===== config.mk =====
export PLATFORM = sky130hd
export DESIGN_NAME = cfm_feature
export DESIGN_NICKNAME = d
export VERILOG_FILES = /design/src/cfm_pkg.sv /design/src/cfm_divider.sv /design/src/cfm_isqrt.sv /design/src/cfm_feature.sv
export SDC_FILE = /design/constraint.sdc
export NUM_CORES = 2
export LEC_CHECK = 0
export BUFFER_PORTS_ARGS = -buffer_cell sky130_fd_sc_hd__buf_2
export CAP_MARGIN = 25
export CORE_MARGIN = 3
export CORE_UTILIZATION = 56
export CTS_BUF_LIST = sky130_fd_sc_hd__clkbuf_4
export CTS_CLUSTER_SIZE = 40
export DETAILED_ROUTE_END_ITERATION = 8
export HOLD_SLACK_MARGIN = 0.05
export PLACE_DENSITY_LB_ADDON = 0.15
export SLEW_MARGIN = 15
export SYNTH_ARGS = -nofsm -noshare
export SYNTH_HDL_FRONTEND = slang
export SYNTH_SLANG_ARGS = --single-unit

===== constraint.sdc =====
create_clock -name clk -period 15.42 [get_ports clk]
set_clock_uncertainty 0.1 [all_clocks]
set_input_delay 3.084 -clock clk [delete_from_list [all_inputs] [get_ports clk]]
set_output_delay 3.084 -clock clk [all_outputs]
set_load 0.01 [all_outputs]

===== src/cfm_pkg.sv =====
// ----------------------------------------------------------------------------
// cfm_pkg
// Shared constants, fixed-point weights and types of the crop feature map.
// ----------------------------------------------------------------------------
package cfm_pkg;

  localparam int FRAC_BITS = 15;
  localparam int MAX_WIDTH = 2048;

  localparam int ADDR_W = $clog2(MAX_WIDTH);
  localparam int COL_W  = $clog2(MAX_WIDTH + 1);
  localparam int ROW_W  = 16;

  localparam longint unsigned ONE_Q = 64'd1 << FRAC_BITS;

  // rec.709 luma weights, rounded to FRAC_BITS
  localparam longint unsigned LUMA_WR_Q = ((64'd2126 << FRAC_BITS) + 64'd5000) / 64'd10000;
  localparam longint unsigned LUMA_WG_Q = ((64'd7152 << FRAC_BITS) + 64'd5000) / 64'd10000;
  localparam longint unsigned LUMA_WB_Q = ((64'd722 << FRAC_BITS) + 64'd5000) / 64'd10000;

  // reference skin color direction
  localparam longint unsigned SKIN_KR_Q = ((64'd78 << FRAC_BITS) + 64'd50) / 64'd100;
  localparam longint unsigned SKIN_KG_Q = ((64'd57 << FRAC_BITS) + 64'd50) / 64'd100;
  localparam longint unsigned SKIN_KB_Q = ((64'd44 << FRAC_BITS) + 64'd50) / 64'd100;
  localparam longint unsigned SKIN_KK_Q =
    (SKIN_KR_Q * SKIN_KR_Q + SKIN_KG_Q * SKIN_KG_Q + SKIN_KB_Q * SKIN_KB_Q
     + (ONE_Q >> 1)) >> FRAC_BITS;
  localparam longint unsigned KK_PLUS_ONE_Q = SKIN_KK_Q + ONE_Q;

  localparam int LUMA_SUM_W = FRAC_BITS + 9;
  localparam int DOT_W      = FRAC_BITS + 9;
  localparam int M2_W       = 18;
  localparam int DIV_NW     = 2 * FRAC_BITS + 9;
  localparam int DIV_DW     = FRAC_BITS + 9;
  localparam int SQ_IN_W    = 2 * FRAC_BITS + M2_W;
  localparam int SQ_W       = SQ_IN_W / 2;
  localparam int U_W        = FRAC_BITS + 2;
  localparam int D2_W       = FRAC_BITS + 4;

  typedef enum logic [2:0] {
    REG_IMAGE_WIDTH    = 3'd0,
    REG_IMAGE_HEIGHT   = 3'd1,
    REG_SAT_THRESHOLD  = 3'd2,
    REG_SKIN_THRESHOLD = 3'd3,
    REG_SAT_LUMA_MIN   = 3'd4,
    REG_SAT_LUMA_MAX   = 3'd5,
    REG_SKIN_LUMA_MIN  = 3'd6,
    REG_SKIN_LUMA_MAX  = 3'd7
  } cfm_reg_t;

  typedef struct packed {
    logic [7:0] sat_threshold;
    logic [7:0] skin_threshold;
    logic [7:0] sat_luma_min;
    logic [7:0] sat_luma_max;
    logic [7:0] skin_luma_min;
    logic [7:0] skin_luma_max;
  } cfm_cfg_t;

  typedef struct packed {
    logic [7:0] luma;
    logic [7:0] skin;
    logic [7:0] sat;
  } cfm_feat_t;

  typedef struct packed {
    logic [7:0] above;
    logic [7:0] center;
    logic [7:0] skin;
    logic [7:0] sat;
  } cfm_line_word_t;

endpackage


===== src/cfm_divider.sv =====
// ----------------------------------------------------------------------------
// cfm_divider
// Restoring divider, one quotient bit per cycle.
// ----------------------------------------------------------------------------
module cfm_divider (
  input  logic                         clk,
  input  logic                         rst,
  input  logic                         start,
  input  logic [cfm_pkg::DIV_NW-1:0]   dividend,
  input  logic [cfm_pkg::DIV_DW-1:0]   divisor,
  output logic                         done,
  output logic [cfm_pkg::DIV_NW-1:0]   quotient
);

  localparam int NW    = cfm_pkg::DIV_NW;
  localparam int DW    = cfm_pkg::DIV_DW;
  localparam int CNT_W = $clog2(NW + 1);

  logic             busy;
  logic [CNT_W-1:0] count;
  logic [DW:0]      rem;
  logic [DW-1:0]    den;
  logic [DW:0]      rem_shift;
  logic             take;

  assign rem_shift = {rem[DW-1:0], quotient[NW-1]};
  assign take      = rem_shift >= {1'b0, den};

  always_ff @(posedge clk) begin
    if (rst) begin
      busy  <= 1'b0;
      done  <= 1'b0;
      count <= '0;
    end else begin
      done <= 1'b0;
      if (start) begin
        busy  <= 1'b1;
        count <= CNT_W'(NW);
      end else if (busy) begin
        count <= count - 1'b1;
        if (count == CNT_W'(1)) begin
          busy <= 1'b0;
          done <= 1'b1;
        end
      end
    end
  end

  always_ff @(posedge clk) begin
    if (start) begin
      quotient <= dividend;
      rem      <= '0;
      den      <= divisor;
    end else if (busy) begin
      rem      <= take ? rem_shift - {1'b0, den} : rem_shift;
      quotient <= {quotient[NW-2:0], take};
    end
  end

endmodule


===== src/cfm_isqrt.sv =====
// ----------------------------------------------------------------------------
// cfm_isqrt
// Integer square root, one root bit per cycle.
// ----------------------------------------------------------------------------
module cfm_isqrt (
  input  logic                        clk,
  input  logic                        rst,
  input  logic                        start,
  input  logic [cfm_pkg::SQ_IN_W-1:0] value,
  output logic                        done,
  output logic [cfm_pkg::SQ_W-1:0]    root
);

  localparam int IW    = cfm_pkg::SQ_IN_W;
  localparam int RW    = cfm_pkg::SQ_W;
  localparam int CNT_W = $clog2(RW + 1);

  logic             busy;
  logic [CNT_W-1:0] count;
  logic [IW-1:0]    val;
  logic [RW:0]      rem;
  logic [RW+1:0]    rem_shift;
  logic [RW+1:0]    trial;
  logic [RW+1:0]    diff;
  logic             take;

  assign rem_shift = {rem[RW-1:0], val[IW-1:IW-2]};
  assign trial     = {root, 2'b01};
  assign diff      = rem_shift - trial;
  assign take      = rem_shift >= trial;

  always_ff @(posedge clk) begin
    if (rst) begin
      busy  <= 1'b0;
      done  <= 1'b0;
      count <= '0;
    end else begin
      done <= 1'b0;
      if (start) begin
        busy  <= 1'b1;
        count <= CNT_W'(RW);
      end else if (busy) begin
        count <= count - 1'b1;
        if (count == CNT_W'(1)) begin
          busy <= 1'b0;
          done <= 1'b1;
        end
      end
    end
  end

  always_ff @(posedge clk) begin
    if (start) begin
      val  <= value;
      rem  <= '0;
      root <= '0;
    end else if (busy) begin
      val  <= {val[IW-3:0], 2'b00};
      rem  <= take ? diff[RW:0] : rem_shift[RW:0];
      root <= {root[RW-2:0], take};
    end
  end

endmodule


===== src/cfm_feature.sv =====
// ----------------------------------------------------------------------------
// cfm_feature
// Per-pixel luma, saturation and skin scores on a shared divider and root.
// ----------------------------------------------------------------------------
module cfm_feature (
  input  logic              clk,
  input  logic              rst,
  input  logic              start,
  input  logic [7:0]        red,
  input  logic [7:0]        green,
  input  logic [7:0]        blue,
  input  cfm_pkg::cfm_cfg_t cfg,
  output logic              done,
  output cfm_pkg::cfm_feat_t feat
);

  localparam int F   = cfm_pkg::FRAC_BITS;
  localparam int LSW = cfm_pkg::LUMA_SUM_W;
  localparam int M2W = cfm_pkg::M2_W;
  localparam int DTW = cfm_pkg::DOT_W;
  localparam int NW  = cfm_pkg::DIV_NW;
  localparam int DW  = cfm_pkg::DIV_DW;
  localparam int IW  = cfm_pkg::SQ_IN_W;
  localparam int D2W = cfm_pkg::D2_W;
  localparam int UW  = cfm_pkg::U_W;

  typedef enum logic [3:0] {
    F_IDLE,
    F_MIX,
    F_NORM,
    F_SAT_DIV,
    F_SAT_RESCALE,
    F_SAT_RESCALE_DIV,
    F_SKIN,
    F_MAG,
    F_COS,
    F_DIST,
    F_SKIN_CHECK,
    F_SKIN_DIV
  } fstate_t;

  fstate_t state;

  logic [7:0]      r_q, g_q, b_q;
  logic [7:0]      mx, mn, mx_next, mn_next;
  logic [7:0]      sat_raw;
  logic [LSW-1:0]  luma_sum;
  logic [7:0]      luma_next;
  logic [M2W-1:0]  m2, m2_next;
  logic [DTW-1:0]  dot, dot_next;
  logic [7:0]      sat_d;
  logic [8:0]      sat_sum, sat_span;
  logic [7:0]      sat_den;
  logic [15:0]     sat_num;
  logic [7:0]      resc_d;
  logic [15:0]     resc_num;
  logic            sat_win, skin_win, sat_pass;
  logic [D2W-1:0]  d2;
  logic [F+2:0]    s_next;
  logic [F:0]      s_q;
  logic [F+8:0]    s255, tq, s_margin;
  logic [7:0]      q_capped;

  logic            div_start, div_done;
  logic [NW-1:0]   div_num, div_q;
  logic [DW-1:0]   div_den;
  logic            sq_start, sq_done;
  logic [IW-1:0]   sq_in;
  logic [cfm_pkg::SQ_W-1:0] sq_root;

  cfm_divider u_divider (
    .clk      (clk),
    .rst      (rst),
    .start    (div_start),
    .dividend (div_num),
    .divisor  (div_den),
    .done     (div_done),
    .quotient (div_q)
  );

  cfm_isqrt u_isqrt (
    .clk   (clk),
    .rst   (rst),
    .start (sq_start),
    .value (sq_in),
    .done  (sq_done),
    .root  (sq_root)
  );

  always_comb begin
    luma_sum = LSW'(cfm_pkg::LUMA_WR_Q) * LSW'(r_q)
             + LSW'(cfm_pkg::LUMA_WG_Q) * LSW'(g_q)
             + LSW'(cfm_pkg::LUMA_WB_Q) * LSW'(b_q);
    luma_next = (|luma_sum[LSW-1:F+8]) ? 8'hFF : luma_sum[F+7:F];

    mx_next = r_q;
    mn_next = r_q;
    if (g_q > mx_next) mx_next = g_q;
    if (b_q > mx_next) mx_next = b_q;
    if (g_q < mn_next) mn_next = g_q;
    if (b_q < mn_next) mn_next = b_q;

    m2_next = M2W'({8'd0, r_q} * {8'd0, r_q})
            + M2W'({8'd0, g_q} * {8'd0, g_q})
            + M2W'({8'd0, b_q} * {8'd0, b_q});
    dot_next = DTW'(cfm_pkg::SKIN_KR_Q) * DTW'(r_q)
             + DTW'(cfm_pkg::SKIN_KG_Q) * DTW'(g_q)
             + DTW'(cfm_pkg::SKIN_KB_Q) * DTW'(b_q);

    // hsl saturation: span over lightness distance to black or white
    sat_d    = mx - mn;
    sat_sum  = {1'b0, mx} + {1'b0, mn};
    sat_span = 9'd510 - sat_sum;
    sat_den  = (sat_sum <= 9'd255) ? sat_sum[7:0] : sat_span[7:0];
    sat_num  = {sat_d, 8'd0} - {8'd0, sat_d};

    sat_win  = (feat.luma >= cfg.sat_luma_min) && (feat.luma <= cfg.sat_luma_max);
    skin_win = (feat.luma >= cfg.skin_luma_min) && (feat.luma <= cfg.skin_luma_max);
    sat_pass = sat_win && (cfg.sat_threshold != 8'hFF) && (sat_raw > cfg.sat_threshold);
    resc_d   = sat_raw - cfg.sat_threshold;
    resc_num = {resc_d, 8'd0} - {8'd0, resc_d};

    // squared distance from the skin direction, negative clamps to zero
    d2 = D2W'(cfm_pkg::KK_PLUS_ONE_Q) - D2W'({div_q[UW-1:0], 1'b0});

    s_next   = (F+3)'(cfm_pkg::ONE_Q) - (F+3)'(sq_root[F+1:0]);
    s255     = {s_q, 8'd0} - (F+9)'(s_q);
    tq       = (F+9)'({cfg.skin_threshold, {F{1'b0}}});
    s_margin = s255 - tq;

    q_capped = (|div_q[NW-1:8]) ? 8'hFF : div_q[7:0];
  end

  always_ff @(posedge clk) begin
    if (rst) begin
      state     <= F_IDLE;
      done      <= 1'b0;
      div_start <= 1'b0;
      sq_start  <= 1'b0;
    end else begin
      done      <= 1'b0;
      div_start <= 1'b0;
      sq_start  <= 1'b0;
      unique case (state)
        F_IDLE: begin
          if (start) begin
            r_q   <= red;
            g_q   <= green;
            b_q   <= blue;
            state <= F_MIX;
          end
        end
        F_MIX: begin
          feat.luma <= luma_next;
          mx        <= mx_next;
          mn        <= mn_next;
          state     <= F_NORM;
        end
        F_NORM: begin
          m2  <= m2_next;
          dot <= dot_next;
          if (sat_d == 8'd0) begin
            sat_raw <= 8'd0;
            state   <= F_SAT_RESCALE;
          end else begin
            div_start <= 1'b1;
            div_num   <= NW'(sat_num);
            div_den   <= DW'(sat_den);
            state     <= F_SAT_DIV;
          end
        end
        F_SAT_DIV: begin
          if (div_done) begin
            sat_raw <= q_capped;
            state   <= F_SAT_RESCALE;
          end
        end
        F_SAT_RESCALE: begin
          if (sat_pass) begin
            div_start <= 1'b1;
            div_num   <= NW'(resc_num);
            div_den   <= DW'(8'hFF - cfg.sat_threshold);
            state     <= F_SAT_RESCALE_DIV;
          end else begin
            feat.sat <= 8'd0;
            state    <= F_SKIN;
          end
        end
        F_SAT_RESCALE_DIV: begin
          if (div_done) begin
            feat.sat <= q_capped;
            state    <= F_SKIN;
          end
        end
        F_SKIN: begin
          // black pixel has no direction
          if (m2 == '0 || !skin_win || cfg.skin_threshold == 8'hFF) begin
            feat.skin <= 8'd0;
            done      <= 1'b1;
            state     <= F_IDLE;
          end else begin
            sq_start <= 1'b1;
            sq_in    <= IW'({m2, {(2 * F){1'b0}}});
            state    <= F_MAG;
          end
        end
        F_MAG: begin
          if (sq_done) begin
            div_start <= 1'b1;
            div_num   <= NW'({dot, {F{1'b0}}});
            div_den   <= DW'(sq_root);
            state     <= F_COS;
          end
        end
        F_COS: begin
          if (div_done) begin
            sq_start <= 1'b1;
            sq_in    <= d2[D2W-1] ? '0 : IW'({d2[F+1:0], {F{1'b0}}});
            state    <= F_DIST;
          end
        end
        F_DIST: begin
          if (sq_done) begin
            if (s_next[F+2] || s_next == '0) begin
              feat.skin <= 8'd0;
              done      <= 1'b1;
              state     <= F_IDLE;
            end else begin
              s_q   <= s_next[F:0];
              state <= F_SKIN_CHECK;
            end
          end
        end
        F_SKIN_CHECK: begin
          if (s255 > tq) begin
            div_start <= 1'b1;
            div_num   <= NW'({s_margin, 8'd0}) - NW'(s_margin);
            div_den   <= DW'({8'hFF - cfg.skin_threshold, {F{1'b0}}});
            state     <= F_SKIN_DIV;
          end else begin
            feat.skin <= 8'd0;
            done      <= 1'b1;
            state     <= F_IDLE;
          end
        end
        F_SKIN_DIV: begin
          if (div_done) begin
            feat.skin <= q_capped;
            done      <= 1'b1;
            state     <= F_IDLE;
          end
        end
        default: begin
          state <= F_IDLE;
        end
      endcase
    end
  end

endmodule


==> flow_summary.json <==
{
  "ctsResizeCount": 0,
  "synth_area_leaders": "edfxtp_1 23%, ha_1 18%, fa_1 15%, inv_1 6.2%, dfxtp_1 4.5%",
  "reg2reg_from": "g_q[2]",
  "multiInputGateArea_um2": 27100,
  "critPathLaunchType": "register",
  "regArea_um2": 11600,
  "die_h_um": 278,
  "place_hpwl_um": 85800,
  "rsz0062_at_grt": "false",
  "critical_path_class": "reg -> reg",
  "antenna_found_initial": 2,
  "synth_xor_area_frac": 0.0578,
  "fin_nets": 5308,
  "synth_top_area_cell": "edfxtp_1",
  "ys_seq_elements": 416,
  "viasPerCell": 5.59,
  "max_stage_delay_ps": 790,
  "holdBufCountCts": 0,
  "cts_max_level": 3,
  "slew_headroom": 0.370,
  "setup_tns_ps": 0,
  "synth_simple_gate_area_frac": 0.108,
  "wl_per_cell_um": 19.7,
  "synth_compound_area_frac": 0.116,
  "yosysTopAreaCellShare": 0.233,
  "clock_latency_ps": 900,
  "synth_top_family_by_area": "adder cells",
  "core_area_um2": 73200,
  "synthDistinctLibCells": 102,
  "gp_congestion": 1.00,
  "synth_adder_area_share": 0.329,
  "cp.required_ps": 15930,
  "die_w_um": 278,
  "grt_pass1_wl_um": 167000,
  "finalCriticalPeriod_ps": 9360,
  "grt_pass1_vias": 30500,
  "final_layout_size_suffix_gt1_frac": 0.103,
  "grt_use_total": 0.276,
  "rows": 99,
  "syn_area_per_cell_um2": 9.95,
  "ys_async_sr_fraction": 0,
  "port_buffers": 99,
  "drt_wl_total_um": 106000,
  "synth_flop_cell": "edfxtp_1",
  "initial_core_util": 0.567,
  "synth-edff-count": 322,
  "ff2ff_setup_slack_ps": 6060,
  "drc": 0,
  "cp_max_fo": 12,
  "grt-ovfl-total": 0,
  "min_to": "u_divider.den[5]",
  "cts-buffers-inserted": 111,
  "cpMostUsedCell": "inv_1",
  "setup-violations-final": 0,
  "drtIter0Drc": 1788,
  "synthCells": 4168,
  "worstPathArrival_ps": 9870,
  "slowest_stage": "edfxtp_1",
  "synth_seq_area_share": 0.278,
  "hp-class": "reg -> reg",
  "cts.sinks": 416,
  "yosys_warnings": 0,
  "design.die.area_um2": 77400,
  "via_count": 30100,
  "path_clk_slew_ps": 60,
  "syn_area_um2": 41500,
  "synth_mux_area_frac": 0.0406,
  "cts_tree": "done",
  "status": "finished clean",
  "worst-slew-pin-transition_ps": 939,
  "grt_max_degree": 68,
  "ios": 100,
  "drv_cap": 0,
  "hold_start": "div_den[5]",
  "rr_worst_depth": 33,
  "reg2reg_to": "dot[23]",
  "ant_nets": 0,
  "fmax_ghz": 0.107,
  "hold_violations": 0,
  "min_path_cells": 0,
  "synth_fp_nets": 5143,
  "synthToLayoutAreaGrowth_pct": 7.70,
  "fin_util": 0.610,
  "slew_violations": 0,
  "cts_setup_buffers": 0,
  "cts_max_path_buffers": 3,
  "period_share": 0.607,
  "dr.pass1.iters": 7,
  "fillCellCount": 6342,
  "end_kind": "register",
  "cts-root-buf": "clkbuf_4"
}
==> worst max-delay path by stage <==
| stage | from | end | slack [ps] | depth (start not counted) |
|---|---|---|---|---|
| floorplan | g_q[2] | dot[23] | 7080 | 33 |
| global placement | g_q[2] | dot[23] | 6200 | 33 |
| detailed placement | g_q[2] | dot[23] | 6100 | 33 |
| CTS | g_q[2] | dot[23] | 6020 | 33 |
| global route | g_q[2] | dot[23] | 5590 | 33 |
| finish | g_q[2] | dot[23] | 6060 | 33 |
==> placed cells by master, fill, tap and decap left out, types with 19 or more instances in the layout <==
cell type and instances:
xor2_1 89, xnor2_1 182, a211oi_1 48, nor2b_1 38, edfxtp_1 322, nand2b_1 49
clkbuf_4 166, mux2i_1 85, a21oi_1 203, o21bai_1 31, clkinv_1 24, inv_1 683
dfxtp_1 90, and2_1 44, a21o_1 87, nor2_1 330, nand4_1 33, o21a_1 39
a31oi_1 23, and3_1 23, nand3_1 51, buf_4 36, ha_1 584, mux2_2 72
buf_2 99, nor3_1 65, or3_1 19, nand2_1 169, o21ai_0 141, fa_1 316
==> kinds of logic after synthesis <==
group,after synthesis
simple gates,915
fa+ha+maj,900
mux,158
buf+inv,769
compound gates,738
flops,416
xor+xnor,272
==> layout make-up <==
class                      instances  share of cell area
inverter                         684              0.0575
multi-input combinational       2983               0.606
timing repair buffer             137              0.0180
clock buffer                     166              0.0279
clock inverter                    37             0.00476
sequential                       416               0.259
tap                              959              0.0269
antenna                            3            0.000168
==> stage by stage <==
stage	worst slack [ps]	instances	instance area, um2	hold WS, ps
after floorplan	7080	4168	41500	300
after global placement	6200	5177	43200	301
after detailed placement	6100	5179	43200	305
after CTS	6020	5382	44700	257
after global routing	5590	5385	44700	266
final	6060	5385	44700	291
==> critical path, delay by kind of cell, from the launching register on <==
kind            cells  cell delay [ps]
compound gates      8             1480
xor+xnor            2              250
fa+ha+maj          11             5000
buf+inv             8              770
flops               1              790
simple gates        4              660
==> synth_stat cells, drive strengths merged (10+ instances only) <==
cell	number
or3	20
nand2b	49
fa	316
inv	683
xnor2	182
o21bai	31
and3	23
mux2i	86
nor3	66
edfxtp	322
buf	16
a21o	87
nor2	334
and2	45
nand2	169
or4	10
o21a	39
nand4	33
a211oi	48
o22ai	12
o21ai	156
or2	17
mux2	72
nor4	23
a21oi	207
dfxtp	94
o211ai	17
nor3b	11
a21boi	11
ha	584
nor2b	38
a31oi	25
clkbuf	69
nand3	51
xor2	89
==> registers in the layout, summed over array words and instances, names as in the netlist, 16 cells and up <==
signal,flops
u_divider.rem,24
u_divider.den,24
div_den,24
sq_in,33
s_q,16
m2,18
div_num,39
u_isqrt.val,33
u_isqrt.rem,24
feat,24
u_isqrt.root,24
dot,24
u_divider.quotient,39
==> routing by layer <==
metal  vias up  GRT usage  wire, um
met2       733      0.473     51300
li1      14700          -         -
met5         -          0         0
met1     14500      0.346     44600
met4         0      0.129      5290
met3       222     0.0408      4910
Power is left out: the tool's default activity adds up to more than one toggle a clock period on the data nets, which glitch-free logic cannot reach.
